## config.mk

```make
export PLATFORM = sky130hd
export DESIGN_NAME = rgb_to_hsv_top_flat
export DESIGN_NICKNAME = d
export VERILOG_FILES = /design/src/design/rth_pkg.sv /design/src/design/rth_pixel_if.sv /design/src/design/rth_hsv_if.sv /design/src/design/rgb_to_hsv_top.sv /design/src/flat_wrapper.sv
export SDC_FILE = /design/constraint.sdc
export NUM_CORES = 2
export LEC_CHECK = 0
export BUFFER_PORTS_ARGS = -buffer_cell sky130_fd_sc_hd__buf_2
export CORE_ASPECT_RATIO = 1.2
export CORE_MARGIN = 2
export CORE_UTILIZATION = 65
export CTS_BUF_LIST = sky130_fd_sc_hd__clkbuf_4 sky130_fd_sc_hd__clkbuf_8
export CTS_CLUSTER_DIAMETER = 100
export CTS_CLUSTER_SIZE = 14
export DETAILED_ROUTE_END_ITERATION = 7
export PLACE_DENSITY = 0.93
export SYNTH_ARGS = -nofsm -noshare
export SYNTH_HDL_FRONTEND = slang
export SYNTH_SLANG_ARGS = --single-unit
```

## constraint.sdc

```tcl
create_clock -name clk -period 57.3 [get_ports clk]
set_input_delay 8.595 -clock clk [delete_from_list [all_inputs] [get_ports clk]]
set_output_delay 8.595 -clock clk [all_outputs]
set_load 0.02 [all_outputs]
```

## src/design/rth_pkg.sv

```systemverilog
// ----------------------------------------------------------------------------
// rth_pkg
// shared widths, sector codes and constants for the rgb to hsv converter
// ----------------------------------------------------------------------------
`default_nettype none

package rth_pkg;

	// channel and result widths
	localparam int CHANNEL_BITS  = 8;
	localparam int SAT_FRAC_BITS = 16;
	localparam int HUE_BITS      = 9;

	// hue scaled by d before the divide: 60 * t with t < 6 * d
	localparam int HUE_T_BITS   = CHANNEL_BITS + 3;
	localparam int HUE_NUM_BITS = CHANNEL_BITS + HUE_BITS;

	// saturation numerator (2^SAT_FRAC_BITS - 1) * d
	localparam int SAT_NUM_BITS = SAT_FRAC_BITS + CHANNEL_BITS;

	// one quotient bit per divider stage, both divides share the stages
	localparam int DIV_STAGES = (SAT_FRAC_BITS > HUE_BITS) ? SAT_FRAC_BITS : HUE_BITS;

	// sector offsets in units of 60 degrees times d
	localparam int HUE_OFS_GREEN = 2;
	localparam int HUE_OFS_BLUE  = 4;
	localparam int HUE_OFS_WRAP  = 6;

	localparam int HUE_FULL_CIRCLE = 360;

	typedef logic [CHANNEL_BITS-1:0]  chan_t;
	typedef logic [HUE_BITS-1:0]      hue_t;
	typedef logic [SAT_FRAC_BITS-1:0] sat_t;

	// which channel holds the maximum, red before green before blue on ties
	typedef enum logic [1:0] {
		SECT_RED,
		SECT_GREEN,
		SECT_BLUE
	} sector_t;

endpackage

`default_nettype wire

```

## src/design/rth_pixel_if.sv

```systemverilog
// ----------------------------------------------------------------------------
// rth_pixel_if
// valid/ready channel carrying one rgb pixel item
// ----------------------------------------------------------------------------
`default_nettype none

interface rth_pixel_if;

	logic           valid;
	logic           ready;
	rth_pkg::chan_t red;
	rth_pkg::chan_t green;
	rth_pkg::chan_t blue;

	modport source (output valid, output red, output green, output blue, input ready);
	modport sink   (input valid, input red, input green, input blue, output ready);

endinterface

`default_nettype wire

```

## src/design/rth_hsv_if.sv

```systemverilog
// ----------------------------------------------------------------------------
// rth_hsv_if
// valid/ready channel carrying one hue, saturation, brightness item
// ----------------------------------------------------------------------------
`default_nettype none

interface rth_hsv_if;

	logic           valid;
	logic           ready;
	rth_pkg::hue_t  hue;
	rth_pkg::sat_t  saturation;
	rth_pkg::chan_t brightness;

	modport source (output valid, output hue, output saturation, output brightness,
		input ready);
	modport sink   (input valid, input hue, input saturation, input brightness,
		output ready);

endinterface

`default_nettype wire

```

## src/design/rgb_to_hsv_top.sv

```systemverilog
// ----------------------------------------------------------------------------
// rgb_to_hsv_top
// pipelined rgb to hsv conversion with exact floored hue and saturation
// ----------------------------------------------------------------------------
//
//   channel  | dir | fields                                  | handshake
//   ---------+-----+-----------------------------------------+------------
//   pixel    | in  | red, green, blue (8b each)              | valid/ready
//   hsv      | out | hue (9b), saturation (16b), brightness  | valid/ready
//
// one item per clock sustained while hsv.ready is not holding the pipe; the
// restoring dividers retire one quotient bit per stage for saturation and hue
// side by side
// a single skid register at the input keeps pixel.ready a plain flop, so
// it never depends combinationally on hsv.ready
// on a stall every stage holds; nothing is dropped or repeated
// reset clears only the valid bits and the skid flag
//
`default_nettype none

module rgb_to_hsv_top (
	input  wire            clk,
	input  wire            arst_n,
	rth_pixel_if.sink      pixel,
	rth_hsv_if.source      hsv
);

	localparam int CH  = rth_pkg::CHANNEL_BITS;
	localparam int SB  = rth_pkg::SAT_FRAC_BITS;
	localparam int HB  = rth_pkg::HUE_BITS;
	localparam int TB  = rth_pkg::HUE_T_BITS;
	localparam int HNB = rth_pkg::HUE_NUM_BITS;
	localparam int SNB = rth_pkg::SAT_NUM_BITS;
	localparam int DS  = rth_pkg::DIV_STAGES;

	// ------------------------------------------------------------------
	// global advance and input skid
	// ------------------------------------------------------------------
	logic           en;
	logic           out_v_q;
	logic           skid_full_q;
	rth_pkg::chan_t skid_r_q, skid_g_q, skid_b_q;
	logic           src_v;
	rth_pkg::chan_t src_r, src_g, src_b;

	// the whole pipe moves whenever the output slot is free or being taken
	assign en          = !out_v_q || hsv.ready;
	assign pixel.ready = !skid_full_q;

	always_ff @(posedge clk or negedge arst_n) begin
		if (!arst_n) begin
			skid_full_q <= 1'b0;
		end else if (en) begin
			skid_full_q <= 1'b0;
		end else if (pixel.valid && !skid_full_q) begin
			skid_full_q <= 1'b1;
		end
	end

	// park the item that arrives while the pipe is stalled
	always_ff @(posedge clk) begin
		if (!en && pixel.valid && !skid_full_q) begin
			skid_r_q <= pixel.red;
			skid_g_q <= pixel.green;
			skid_b_q <= pixel.blue;
		end
	end

	always_comb begin
		if (skid_full_q) begin
			src_v = 1'b1;
			src_r = skid_r_q;
			src_g = skid_g_q;
			src_b = skid_b_q;
		end else begin
			src_v = pixel.valid;
			src_r = pixel.red;
			src_g = pixel.green;
			src_b = pixel.blue;
		end
	end

	// ------------------------------------------------------------------
	// stage 1: max, min and winning sector
	// ------------------------------------------------------------------
	rth_pkg::chan_t   mx_c, mn_c;
	rth_pkg::sector_t sect_c;

	always_comb begin
		mx_c = src_r;
		mn_c = src_r;
		if (src_g > mx_c) mx_c = src_g;
		if (src_b > mx_c) mx_c = src_b;
		if (src_g < mn_c) mn_c = src_g;
		if (src_b < mn_c) mn_c = src_b;
		// red wins ties, then green
		if (src_r == mx_c) begin
			sect_c = rth_pkg::SECT_RED;
		end else if (src_g == mx_c) begin
			sect_c = rth_pkg::SECT_GREEN;
		end else begin
			sect_c = rth_pkg::SECT_BLUE;
		end
	end

	logic             v_s1;
	rth_pkg::chan_t   r_s1, g_s1, b_s1, mx_s1, mn_s1;
	rth_pkg::sector_t sect_s1;

	always_ff @(posedge clk or negedge arst_n) begin
		if (!arst_n) begin
			v_s1 <= 1'b0;
		end else if (en) begin
			v_s1 <= src_v;
		end
	end

	always_ff @(posedge clk) begin
		if (en) begin
			r_s1    <= src_r;
			g_s1    <= src_g;
			b_s1    <= src_b;
			mx_s1   <= mx_c;
			mn_s1   <= mn_c;
			sect_s1 <= sect_c;
		end
	end

	// ------------------------------------------------------------------
	// stage 2: chroma d and the hue term t, hue = floor(60 * t / d)
	// ------------------------------------------------------------------
	rth_pkg::chan_t d_c;
	logic [TB-1:0]  dx, rx, gx, bx, t_c;

	assign d_c = mx_s1 - mn_s1;
	assign dx  = TB'(d_c);
	assign rx  = TB'(r_s1);
	assign gx  = TB'(g_s1);
	assign bx  = TB'(b_s1);

	// t stays within [0, 6d) in every sector, so modular math is exact
	always_comb begin
		case (sect_s1)
			rth_pkg::SECT_RED: begin
				if (g_s1 >= b_s1) begin
					t_c = gx - bx;
				end else begin
					// negative hue wraps by a full turn
					t_c = dx * TB'(rth_pkg::HUE_OFS_WRAP) + gx - bx;
				end
			end
			rth_pkg::SECT_GREEN: t_c = dx * TB'(rth_pkg::HUE_OFS_GREEN) + bx - rx;
			rth_pkg::SECT_BLUE:  t_c = dx * TB'(rth_pkg::HUE_OFS_BLUE) + rx - gx;
			default:             t_c = '0;
		endcase
	end

	logic           v_s2;
	rth_pkg::chan_t mx_s2, d_s2;
	logic [TB-1:0]  t_s2;

	always_ff @(posedge clk or negedge arst_n) begin
		if (!arst_n) begin
			v_s2 <= 1'b0;
		end else if (en) begin
			v_s2 <= v_s1;
		end
	end

	always_ff @(posedge clk) begin
		if (en) begin
			mx_s2 <= mx_s1;
			d_s2  <= d_c;
			t_s2  <= t_c;
		end
	end

	// ------------------------------------------------------------------
	// stage 3: numerators, split into partial remainder and low bits
	// ------------------------------------------------------------------
	logic [HNB-1:0] hue_num_c;
	logic [SNB-1:0] sat_num_c;

	// 60 * t as 64t - 4t
	assign hue_num_c = (HNB'(t_s2) << 6) - (HNB'(t_s2) << 2);
	// (2^SB - 1) * d as (d << SB) - d
	assign sat_num_c = (SNB'(d_s2) << SB) - SNB'(d_s2);

	logic           v_s3;
	rth_pkg::chan_t mx_s3, d_s3;
	rth_pkg::chan_t sat_rem_s3, hue_rem_s3;
	logic [SB-1:0]  sat_work_s3;
	logic [HB-1:0]  hue_work_s3;

	always_ff @(posedge clk or negedge arst_n) begin
		if (!arst_n) begin
			v_s3 <= 1'b0;
		end else if (en) begin
			v_s3 <= v_s2;
		end
	end

	// quotients fit SB and HB bits, so the top CH bits start below the divisor
	always_ff @(posedge clk) begin
		if (en) begin
			mx_s3       <= mx_s2;
			d_s3        <= d_s2;
			sat_rem_s3  <= sat_num_c[SNB-1 -: CH];
			sat_work_s3 <= sat_num_c[SB-1:0];
			hue_rem_s3  <= hue_num_c[HNB-1 -: CH];
			hue_work_s3 <= hue_num_c[HB-1:0];
		end
	end

	// ------------------------------------------------------------------
	// divider stages: one restoring step per stage for saturation, and for hue in the first HB stages
	// the work word shifts numerator bits out and quotient bits in
	// ------------------------------------------------------------------
	logic           v_sd        [DS];
	rth_pkg::chan_t mx_sd       [DS];
	rth_pkg::chan_t d_sd        [DS];
	rth_pkg::chan_t sat_rem_sd  [DS];
	logic [SB-1:0]  sat_work_sd [DS];
	rth_pkg::chan_t hue_rem_sd  [DS];
	logic [HB-1:0]  hue_work_sd [DS];

	for (genvar k = 0; k < DS; k++) begin : g_div
		logic           v_in;
		rth_pkg::chan_t mx_in, d_in, sat_rem_in, hue_rem_in;
		logic [SB-1:0]  sat_work_in;
		logic [HB-1:0]  hue_work_in;
		rth_pkg::chan_t sat_rem_nx, hue_rem_nx;
		logic [SB-1:0]  sat_work_nx;
		logic [HB-1:0]  hue_work_nx;

		if (k == 0) begin : g_first
			assign v_in        = v_s3;
			assign mx_in       = mx_s3;
			assign d_in        = d_s3;
			assign sat_rem_in  = sat_rem_s3;
			assign sat_work_in = sat_work_s3;
			assign hue_rem_in  = hue_rem_s3;
			assign hue_work_in = hue_work_s3;
		end else begin : g_next
			assign v_in        = v_sd[k-1];
			assign mx_in       = mx_sd[k-1];
			assign d_in        = d_sd[k-1];
			assign sat_rem_in  = sat_rem_sd[k-1];
			assign sat_work_in = sat_work_sd[k-1];
			assign hue_rem_in  = hue_rem_sd[k-1];
			assign hue_work_in = hue_work_sd[k-1];
		end

		// saturation divides by the maximum
		if (k < SB) begin : g_sat_step
			logic [CH:0] trial;
			logic        ge;
			assign trial       = {sat_rem_in, sat_work_in[SB-1]};
			assign ge          = trial >= {1'b0, mx_in};
			assign sat_rem_nx  = ge ? CH'(trial - {1'b0, mx_in}) : trial[CH-1:0];
			assign sat_work_nx = {sat_work_in[SB-2:0], ge};
		end else begin : g_sat_hold
			assign sat_rem_nx  = sat_rem_in;
			assign sat_work_nx = sat_work_in;
		end

		// hue divides by the chroma
		if (k < HB) begin : g_hue_step
			logic [CH:0] trial;
			logic        ge;
			assign trial       = {hue_rem_in, hue_work_in[HB-1]};
			assign ge          = trial >= {1'b0, d_in};
			assign hue_rem_nx  = ge ? CH'(trial - {1'b0, d_in}) : trial[CH-1:0];
			assign hue_work_nx = {hue_work_in[HB-2:0], ge};
		end else begin : g_hue_hold
			assign hue_rem_nx  = hue_rem_in;
			assign hue_work_nx = hue_work_in;
		end

		always_ff @(posedge clk or negedge arst_n) begin
			if (!arst_n) begin
				v_sd[k] <= 1'b0;
			end else if (en) begin
				v_sd[k] <= v_in;
			end
		end

		always_ff @(posedge clk) begin
			if (en) begin
				mx_sd[k]       <= mx_in;
				d_sd[k]        <= d_in;
				sat_rem_sd[k]  <= sat_rem_nx;
				sat_work_sd[k] <= sat_work_nx;
				hue_rem_sd[k]  <= hue_rem_nx;
				hue_work_sd[k] <= hue_work_nx;
			end
		end
	end

	// ------------------------------------------------------------------
	// output register
	// a zero divisor runs the divider to all ones, so black and grey
	// pixels are forced here; the remainders are dropped
	// ------------------------------------------------------------------
	rth_pkg::hue_t  hue_q;
	rth_pkg::sat_t  sat_q;
	rth_pkg::chan_t bright_q;

	always_ff @(posedge clk or negedge arst_n) begin
		if (!arst_n) begin
			out_v_q <= 1'b0;
		end else if (en) begin
			out_v_q <= v_sd[DS-1];
		end
	end

	always_ff @(posedge clk) begin
		if (en) begin
			// achromatic pixel: hue is 0
			hue_q    <= (d_sd[DS-1] == '0) ? '0 : hue_work_sd[DS-1];
			// black pixel: saturation is 0
			sat_q    <= (mx_sd[DS-1] == '0) ? '0 : sat_work_sd[DS-1];
			bright_q <= mx_sd[DS-1];
		end
	end

	assign hsv.valid      = out_v_q;
	assign hsv.hue        = hue_q;
	assign hsv.saturation = sat_q;
	assign hsv.brightness = bright_q;

endmodule

`default_nettype wire

```

## src/flat_wrapper.sv

```systemverilog
// flat-port wrapper written by rule: the top's interface ports become plain ports
module rgb_to_hsv_top_flat 
  (clk, arst_n, pixel_valid, pixel_red, pixel_green, pixel_blue, pixel_ready, hsv_valid, hsv_hue, hsv_saturation, hsv_brightness, hsv_ready);
  rth_pixel_if pixel_i ();
  rth_hsv_if hsv_i ();
  input  wire clk;
  input  wire arst_n;
  input wire logic [$bits(pixel_i.valid)-1:0] pixel_valid;
  input wire logic [$bits(pixel_i.red)-1:0] pixel_red;
  input wire logic [$bits(pixel_i.green)-1:0] pixel_green;
  input wire logic [$bits(pixel_i.blue)-1:0] pixel_blue;
  output wire logic [$bits(pixel_i.ready)-1:0] pixel_ready;
  output wire logic [$bits(hsv_i.valid)-1:0] hsv_valid;
  output wire logic [$bits(hsv_i.hue)-1:0] hsv_hue;
  output wire logic [$bits(hsv_i.saturation)-1:0] hsv_saturation;
  output wire logic [$bits(hsv_i.brightness)-1:0] hsv_brightness;
  input wire logic [$bits(hsv_i.ready)-1:0] hsv_ready;
  assign pixel_i.valid = pixel_valid;
  assign pixel_i.red = pixel_red;
  assign pixel_i.green = pixel_green;
  assign pixel_i.blue = pixel_blue;
  assign pixel_ready = pixel_i.ready;
  assign hsv_valid = hsv_i.valid;
  assign hsv_hue = hsv_i.hue;
  assign hsv_saturation = hsv_i.saturation;
  assign hsv_brightness = hsv_i.brightness;
  assign hsv_i.ready = hsv_ready;
  rgb_to_hsv_top u_core (.clk(clk), .arst_n(arst_n), .pixel(pixel_i), .hsv(hsv_i));
endmodule
```

---- Word level (Yosys, flattened, before mapping) ----
Memory sizes are Yosys's and may differ from the RTL's. A register that Yosys moved wholly into a read port is not among the register bits.
Index checks and enable logic that the tools add are counted.
storage, ports and cells
  memories ................................ 6
  memory bits (writable) .................. 912
  logic and storage cells ................. 167
  bits in registers ....................... 179
  bits of input ports ..................... 28
operators by class
  muxes and demuxes ....................... 40
  $lt $le $gt $ge ......................... 30
  reductions and logical operators ........ 11
  $add $sub $neg .......................... 35
  equal/unequal tests ..................... 4
  $mul .................................... 1
memory list
  name                words  bits a word  read ports  clocked after Yosys merged registers in  wr ports  line                   source
  u_core.sat_work_sd  16     16           16          1                                        16        rgb_to_hsv_top.sv:223  logic [SB-1:0] sat_work_sd [DS];
  u_core.hue_work_sd  16     9            16          1                                        16        rgb_to_hsv_top.sv:225  logic [HB-1:0] hue_work_sd [DS];
  u_core.d_sd         16     8            16          0                                        16        rgb_to_hsv_top.sv:221  rth_pkg::chan_t d_sd [DS];
  u_core.hue_rem_sd   16     8            15          0                                        16        rgb_to_hsv_top.sv:224  rth_pkg::chan_t hue_rem_sd [DS];
  u_core.mx_sd        16     8            16          0                                        16        rgb_to_hsv_top.sv:220  rth_pkg::chan_t mx_sd [DS];
  u_core.sat_rem_sd   16     8            15          0                                        16        rgb_to_hsv_top.sv:222  rth_pkg::chan_t sat_rem_sd [DS];
operators with widths
  kind                  number
  $mux 8                32
  $ge 9x8->1            25
  $sub 8x8->8           26
  $pmux 11 s3           1
  $sub 11x8->11         3
  $sub 24x8->24         1
  $sub 17x13->17        1
  $eq 8x8->1            2
  $gt 8x8->1            2
  $logic_not 8->1       2
  $lt 8x8->1            2
  $add 10x8->11         1
  $add 11x8->11         1
  $mux 11               1
  $add 9x8->10          1
  $mul 8x2->10 const B  1
  $sub 8x8->9           1
  $ge 8x8->1            1
  $mux 1                5
  $logic_and 1x1->1     3
  $logic_not 1->1       3
  $eq 2x1->1 const B    1
  $eq 2x2->1 const B    1
  $logic_not 2->1       1
  other kinds (3)       3

---- Longest topological paths before layout ----
  word-level depth ........................ 7
  mapped depth ............................ 23
  gate-level depth less buffers ........... 22

---- Worst setup path after synthesis ----
OpenSTA, ideal clock, no wires.
  kind .................................... input to register
  start point ............................. in hsv_ready
  end point ............................... reg u_core.skid_b_q[0] (enable)
  setup time .............................. 3385 ps
  slack ................................... 7783 ps
  data required time ...................... 53915 ps
  path buffers ............................ 2
  arrival time ............................ 46131 ps
  stages on the path ...................... 4
  path through ............................ nand2b_1 -> clkbuf_1 -> clkbuf_1 -> nor3b_1
between the ends
  cells in the longest elaborated chain, start to end .. 4
RTL lines
  item                             line                  source
  start: declaration               flat_wrapper.sv:17    input wire logic [$bits(hsv_i.ready)-1:0] hsv_ready;
  $logic_or 1x1->1                 rgb_to_hsv_top.sv:47  assign en = !out_v_q || hsv.ready;
  $logic_not 1->1                  rgb_to_hsv_top.sv:62  if (!en && pixel.valid && !skid_full_q) begin
  $logic_and 1x1->1 (2 in series)  rgb_to_hsv_top.sv:62
  end signal: assignment           rgb_to_hsv_top.sv:65  skid_b_q <= pixel.blue;
  end: declaration                 rgb_to_hsv_top.sv:42  rth_pkg::chan_t skid_r_q, skid_g_q, skid_b_q;
No other way between the ends.
A chain may end at the register's enable or synchronous reset.

---- Worst setup path after layout ----
  start point ............................. in pixel_green[2]
  end point ............................... reg u_core.sect_s1[1] (data pin)
between the ends
  cells in the longest elaborated chain, start to end .. 7
RTL lines
  item                       line                   source
  start: declaration         flat_wrapper.sv:10     input wire logic [$bits(pixel_i.green)-1:0] pixel_green;
  $mux 8 *                   rgb_to_hsv_top.sv:70   if (skid_full_q) begin
  named net u_core.src_g[2]  rgb_to_hsv_top.sv:44   rth_pkg::chan_t src_r, src_g, src_b;
  $gt 8x8->1                 rgb_to_hsv_top.sv:92   if (src_g > mx_c) mx_c = src_g;
  $mux 8                     rgb_to_hsv_top.sv:92
  $gt 8x8->1                 rgb_to_hsv_top.sv:93   if (src_b > mx_c) mx_c = src_b;
  $mux 8                     rgb_to_hsv_top.sv:93
  $eq 8x8->1                 rgb_to_hsv_top.sv:99   end else if (src_g == mx_c) begin
  $mux 2                     rgb_to_hsv_top.sv:99
  end signal: assignment     rgb_to_hsv_top.sv:125  sect_s1 <= sect_c;
  end: declaration           rgb_to_hsv_top.sv:108  rth_pkg::sector_t sect_s1;
The timed path passes the listed nets; every way through them passes the cells marked *.

==> metrics list <==
- Number of DRC violations after detailed routing: 0
- Post-Synthesis Net Count: 3,571
- Die ar.: 72,900 µm²
* Max stage delay cell, worst path: and2_1
- Most instantiated flip-flop cell in the synthesis netlist: edfxtp_1
* Final Wtd Congestion: 0.863
- Number of placement rows: 106
- List of cells traversed by the critical path: buf_2 > mux2i_1 > inv_1 > ha_1 > and3_1 > a221oi_1 > o21ai_1 > buf_4 > and2_1 > o21ai_0 > ha_1 > nand3_1 > nor2_1 > a32oi_1 > and2_1 > o311ai_0 > a221o_1 > nor4_1 > a41oi_1
- At the pin with the least slew margin, the transition time is 1.21 ns.
- Instance count on the critical path: 19
* Post-Route Setup TNS: 0 ns
* Fraction of layout cells with a size suffix above 1: 10.4%
* Timing-limited maximum frequency: 73.1 MHz
- Gate count of the mapped netlist: 3,210
- The clock passes through at most 3 buffers.
- Post CTS Setup Buffer Count: 0
- The H-tree generated during clock tree synthesis spans 3 levels.
* Outcome: complete, no violations
- The worst hold path terminates at u_core.sat_work_sd[5][13]$_DFFE_PN_.
- Across the routed clock network, the largest skew measured is 0.0455 ns.
- The final count of hold timing violations is 0.
- In this run, CTS created clock tree buffers numbering 81.
* Filler Cells Inserted: 4,239
- Headroom to the max-slew limit came out at 19.5%.
- Hold Path Depth: 0
- Die outline height: 295 µm
- CTS tree: done
- The synthesized netlist devotes 7.19% of its cell area to compound gates.
- After Yosys synthesis, XOR and XNOR cells account for 2.72% of the synthesized area.
* Synth Warn #: 0
- In the global route stage, overall resource usage came out at 21.6%.
- Summing the areas of all and, or, nand and nor instances in the mapped netlist gives 5.95% of the synthesized area.
* Max-slew violation count: 0
- On the worst path, the slowest cell contributes a delay of 0.80 ns.
- For this block, the routed nets add up to 78.2 mm of wire.
* Placed wire-length estimate: 55.6 mm
- Area growth from synthesis to layout: 6.00%
* Proportion of register bits with asynchronous set or reset after synthesis: 2.09%
- The synthesized netlist devotes 9.73% of its cell area to adder and majority cells.
* Capturing point of the worst reg2reg path: u_core.sect_s1[1]$_SDFFCE_PN0N_
- The min-delay analysis places its worst path in the category reg2reg.
- Hold buffer count at CTS: 0
- Detail-routed via count per cell: 5.80
- Avg Inst Size Synth: 14.3 µm²
- In the final layout, flip-flops and latches occupy 30,100 µm².
- Number of global-route vias before repair: 25,942
- Dividing the detail-routed wire length by the instance count gives 18.3 µm.
* Data required time at the worst endpoint: 57.75 ns
- Across all layers, the routed design uses 24,834 vias.
* Path depth of the worst reg2reg path: 19
- Crit path max fanout: 27
- In this run the remaining antenna-violating nets after routing total 0.
- Data arrives at the worst endpoint at 14.12 ns.
- Insertion delay to the later sink of the worst-skew pair: 0.71 ns
- After synthesis, the largest family of logic cells by area is adder cells.
- After the first detailed-routing iteration, the DRC count stood at 1,689.
* RSZ-0062 raised after global routing: no
* Post-layout min period: 13.67 ns
* Number of antenna violations at the first check in global routing: 1
* Global route overflow: 0
- The cell family contributing the most delay on the critical path is compound AO/OA/AOI/OAI gates.
- First-pass DRT Iterations: 6
* Initial Util: 65.8%
* Count of max-cap constraint violations: 0
- Fraction of the yosys area taken by sequential cells: 65.6%
- Endpoint kind of the worst setup timing path: flop
- Period Utilization, post-route: 23.9%
- The synthesized design contains 986 enable-type register cells.
* Port buffer count: 62
- Kind of start point of the critical path: input port
- Type of the worst setup path: in2reg
* Synth cell types: 74
- The tree is rooted in a clkbuf_8.
* Mux share of post-synthesis cell area: 5.14%
- First-pass GRT wire length: 125 mm
- Chip width: 247 µm
* Count of buffer and inverter cells on the critical path: 3
- 63 I/O pins were placed.
* Launch instance of the worst min-delay path: u_core.sat_work_sd[4][12]$_DFFE_PN_
- Area used by multi-input combinational logic: 14,100 µm²
- Setup violations remaining at the end of the flow were counted as 0.
- The core region is 69,900 µm².
* Post-CTS Resized: 0
- Startpoint of the worst-slack reg-to-reg timing path: u_core.skid_full_q$_DFFE_PN0P_
* Mapped cell area: 46,000 µm²
* R2r setup slk: 50.78 ns
- Number of synthesized register bits: 1,007
* Final net count: 3,709
- After clock tree synthesis, the clock-pin slew on the worst setup and hold paths is 0.10 ns.
* Maximum number of pins on one net before global-route repair: 217
- The clock net in this run drives a total of 1,007 sinks.
[layer usage]
metal	wire [µm]	up-vias	track usage (%)
met5	0	-	0
met4	2880	0	9.04
met3	2780	200	3.14
met2	43900	558	42.2
met1	28700	12180	22.8
li1	-	11896	-
[registers in the layout, summed over array words and instances (netlist names), 9 cells and up]
| signal | count |
|---|---|
| u_core.hsv.saturation | 16 |
| u_core.d_sd | 127 |
| u_core.hsv.hue | 9 |
| u_core.mx_sd | 128 |
| u_core.t_s2 | 11 |
| u_core.g_div.sat_work_in | 15 |
| u_core.g_div.v_in | 16 |
| u_core.hue_work_sd | 129 |
| u_core.hue_rem_sd | 64 |
| u_core.sat_rem_sd | 120 |
| u_core.sat_work_sd | 239 |
[final cells by class]
cell class | instances | area share, %
diodes | 1 | 0.00514
clock buffers | 90 | 2.44
clock inverters | 6 | 0.141
inverters | 426 | 3.28
multi-input cells | 1757 | 29.0
flip-flops and latches | 1007 | 61.9
well taps | 918 | 2.36
repair buffers | 75 | 0.889
[kinds of logic after synthesis]
kind of cell	count (synthesis)
buffers and inverters	446
multiplexers	218
XOR/XNOR	140
AND/OR/NAND/NOR	573
adder cells (fa/ha/maj)	333
flip-flops	1007
AO/OA/AOI/OAI	493
[synthesized netlist by cell type (5+ instances only)]
library cell,n,area (µm²)
nor2b_1,56,350
o21ai_1,33,165
nand3_1,16,80.1
o21ai_0,144,721
nor4_1,6,37.5
nand4_1,54,338
nand2_1,97,364
xnor2_1,97,850
o311ai_0,7,61.3
and2_1,33,206
a21oi_1,87,435
o21a_1,14,105
fa_1,41,821
inv_1,426,1600
a22oi_2,23,288
mux2i_1,76,761
a211oi_1,7,52.6
o22ai_1,5,31.3
nor2_1,235,882
a311oi_1,23,201
dfrtp_1,21,526
mux2_2,141,1590
edfxtp_1,986,29600
xor2_1,41,359
clkbuf_1,13,48.8
nand2b_1,33,206
a21boi_1,10,75.1
nor3_1,23,115
ha_1,292,3650
a21boi_0,39,293
o31ai_1,5,37.5
a21o_1,48,360
a31oi_1,7,43.8
[cells in the final DEF, fill, tap and decap left out, types with 32 or more instances in the layout]
cell	n
buf_2	62
nand4_1	54
fa_1	41
nor2b_1	56
edfxtp_1	986
xnor2_1	97
mux2i_1	76
xor2_1	41
o21ai_1	33
and2_1	33
inv_1	426
clkbuf_8	82
a21o_1	48
nand2_1	97
a21oi_1	87
nand2b_1	32
mux2_2	141
a21boi_0	39
ha_1	292
nor2_1	235
o21ai_0	144
[stage by stage]
stage / cell area [µm²] / hold WS [ns] / worst slack (ns) / utilization (%) / std cells
detailed placement: 47500 / 0.405 / 43.01 / 67.9 / 4183
CTS: 48700 / 0.407 / 43.74 / 69.7 / 4279
global placement: 47500 / 0.400 / 43.05 / 67.9 / 4183
finish: 48700 / 0.406 / 43.63 / 69.7 / 4280
global route: 48700 / 0.400 / 43.27 / 69.7 / 4280
floorplan: 46000 / 0.400 / 7.78 / - / 3210
[worst max path at each step]
stage                        start                               to  slack [ns]
finish              pixel_green[2]  u_core.sect_s1[1]$_SDFFCE_PN0N_       43.63
global route        pixel_green[2]  u_core.sect_s1[1]$_SDFFCE_PN0N_       43.27
CTS                 pixel_green[2]  u_core.sect_s1[1]$_SDFFCE_PN0N_       43.74
detailed placement  pixel_green[2]  u_core.sect_s1[1]$_SDFFCE_PN0N_       43.01
global placement    pixel_green[2]  u_core.sect_s1[1]$_SDFFCE_PN0N_       43.05
floorplan                hsv_ready     u_core.skid_b_q[0]$_DFFE_PP_        7.78
Power is not shown: default switching activity piles up to over one toggle a cycle in this logic, so the estimate is an artifact.
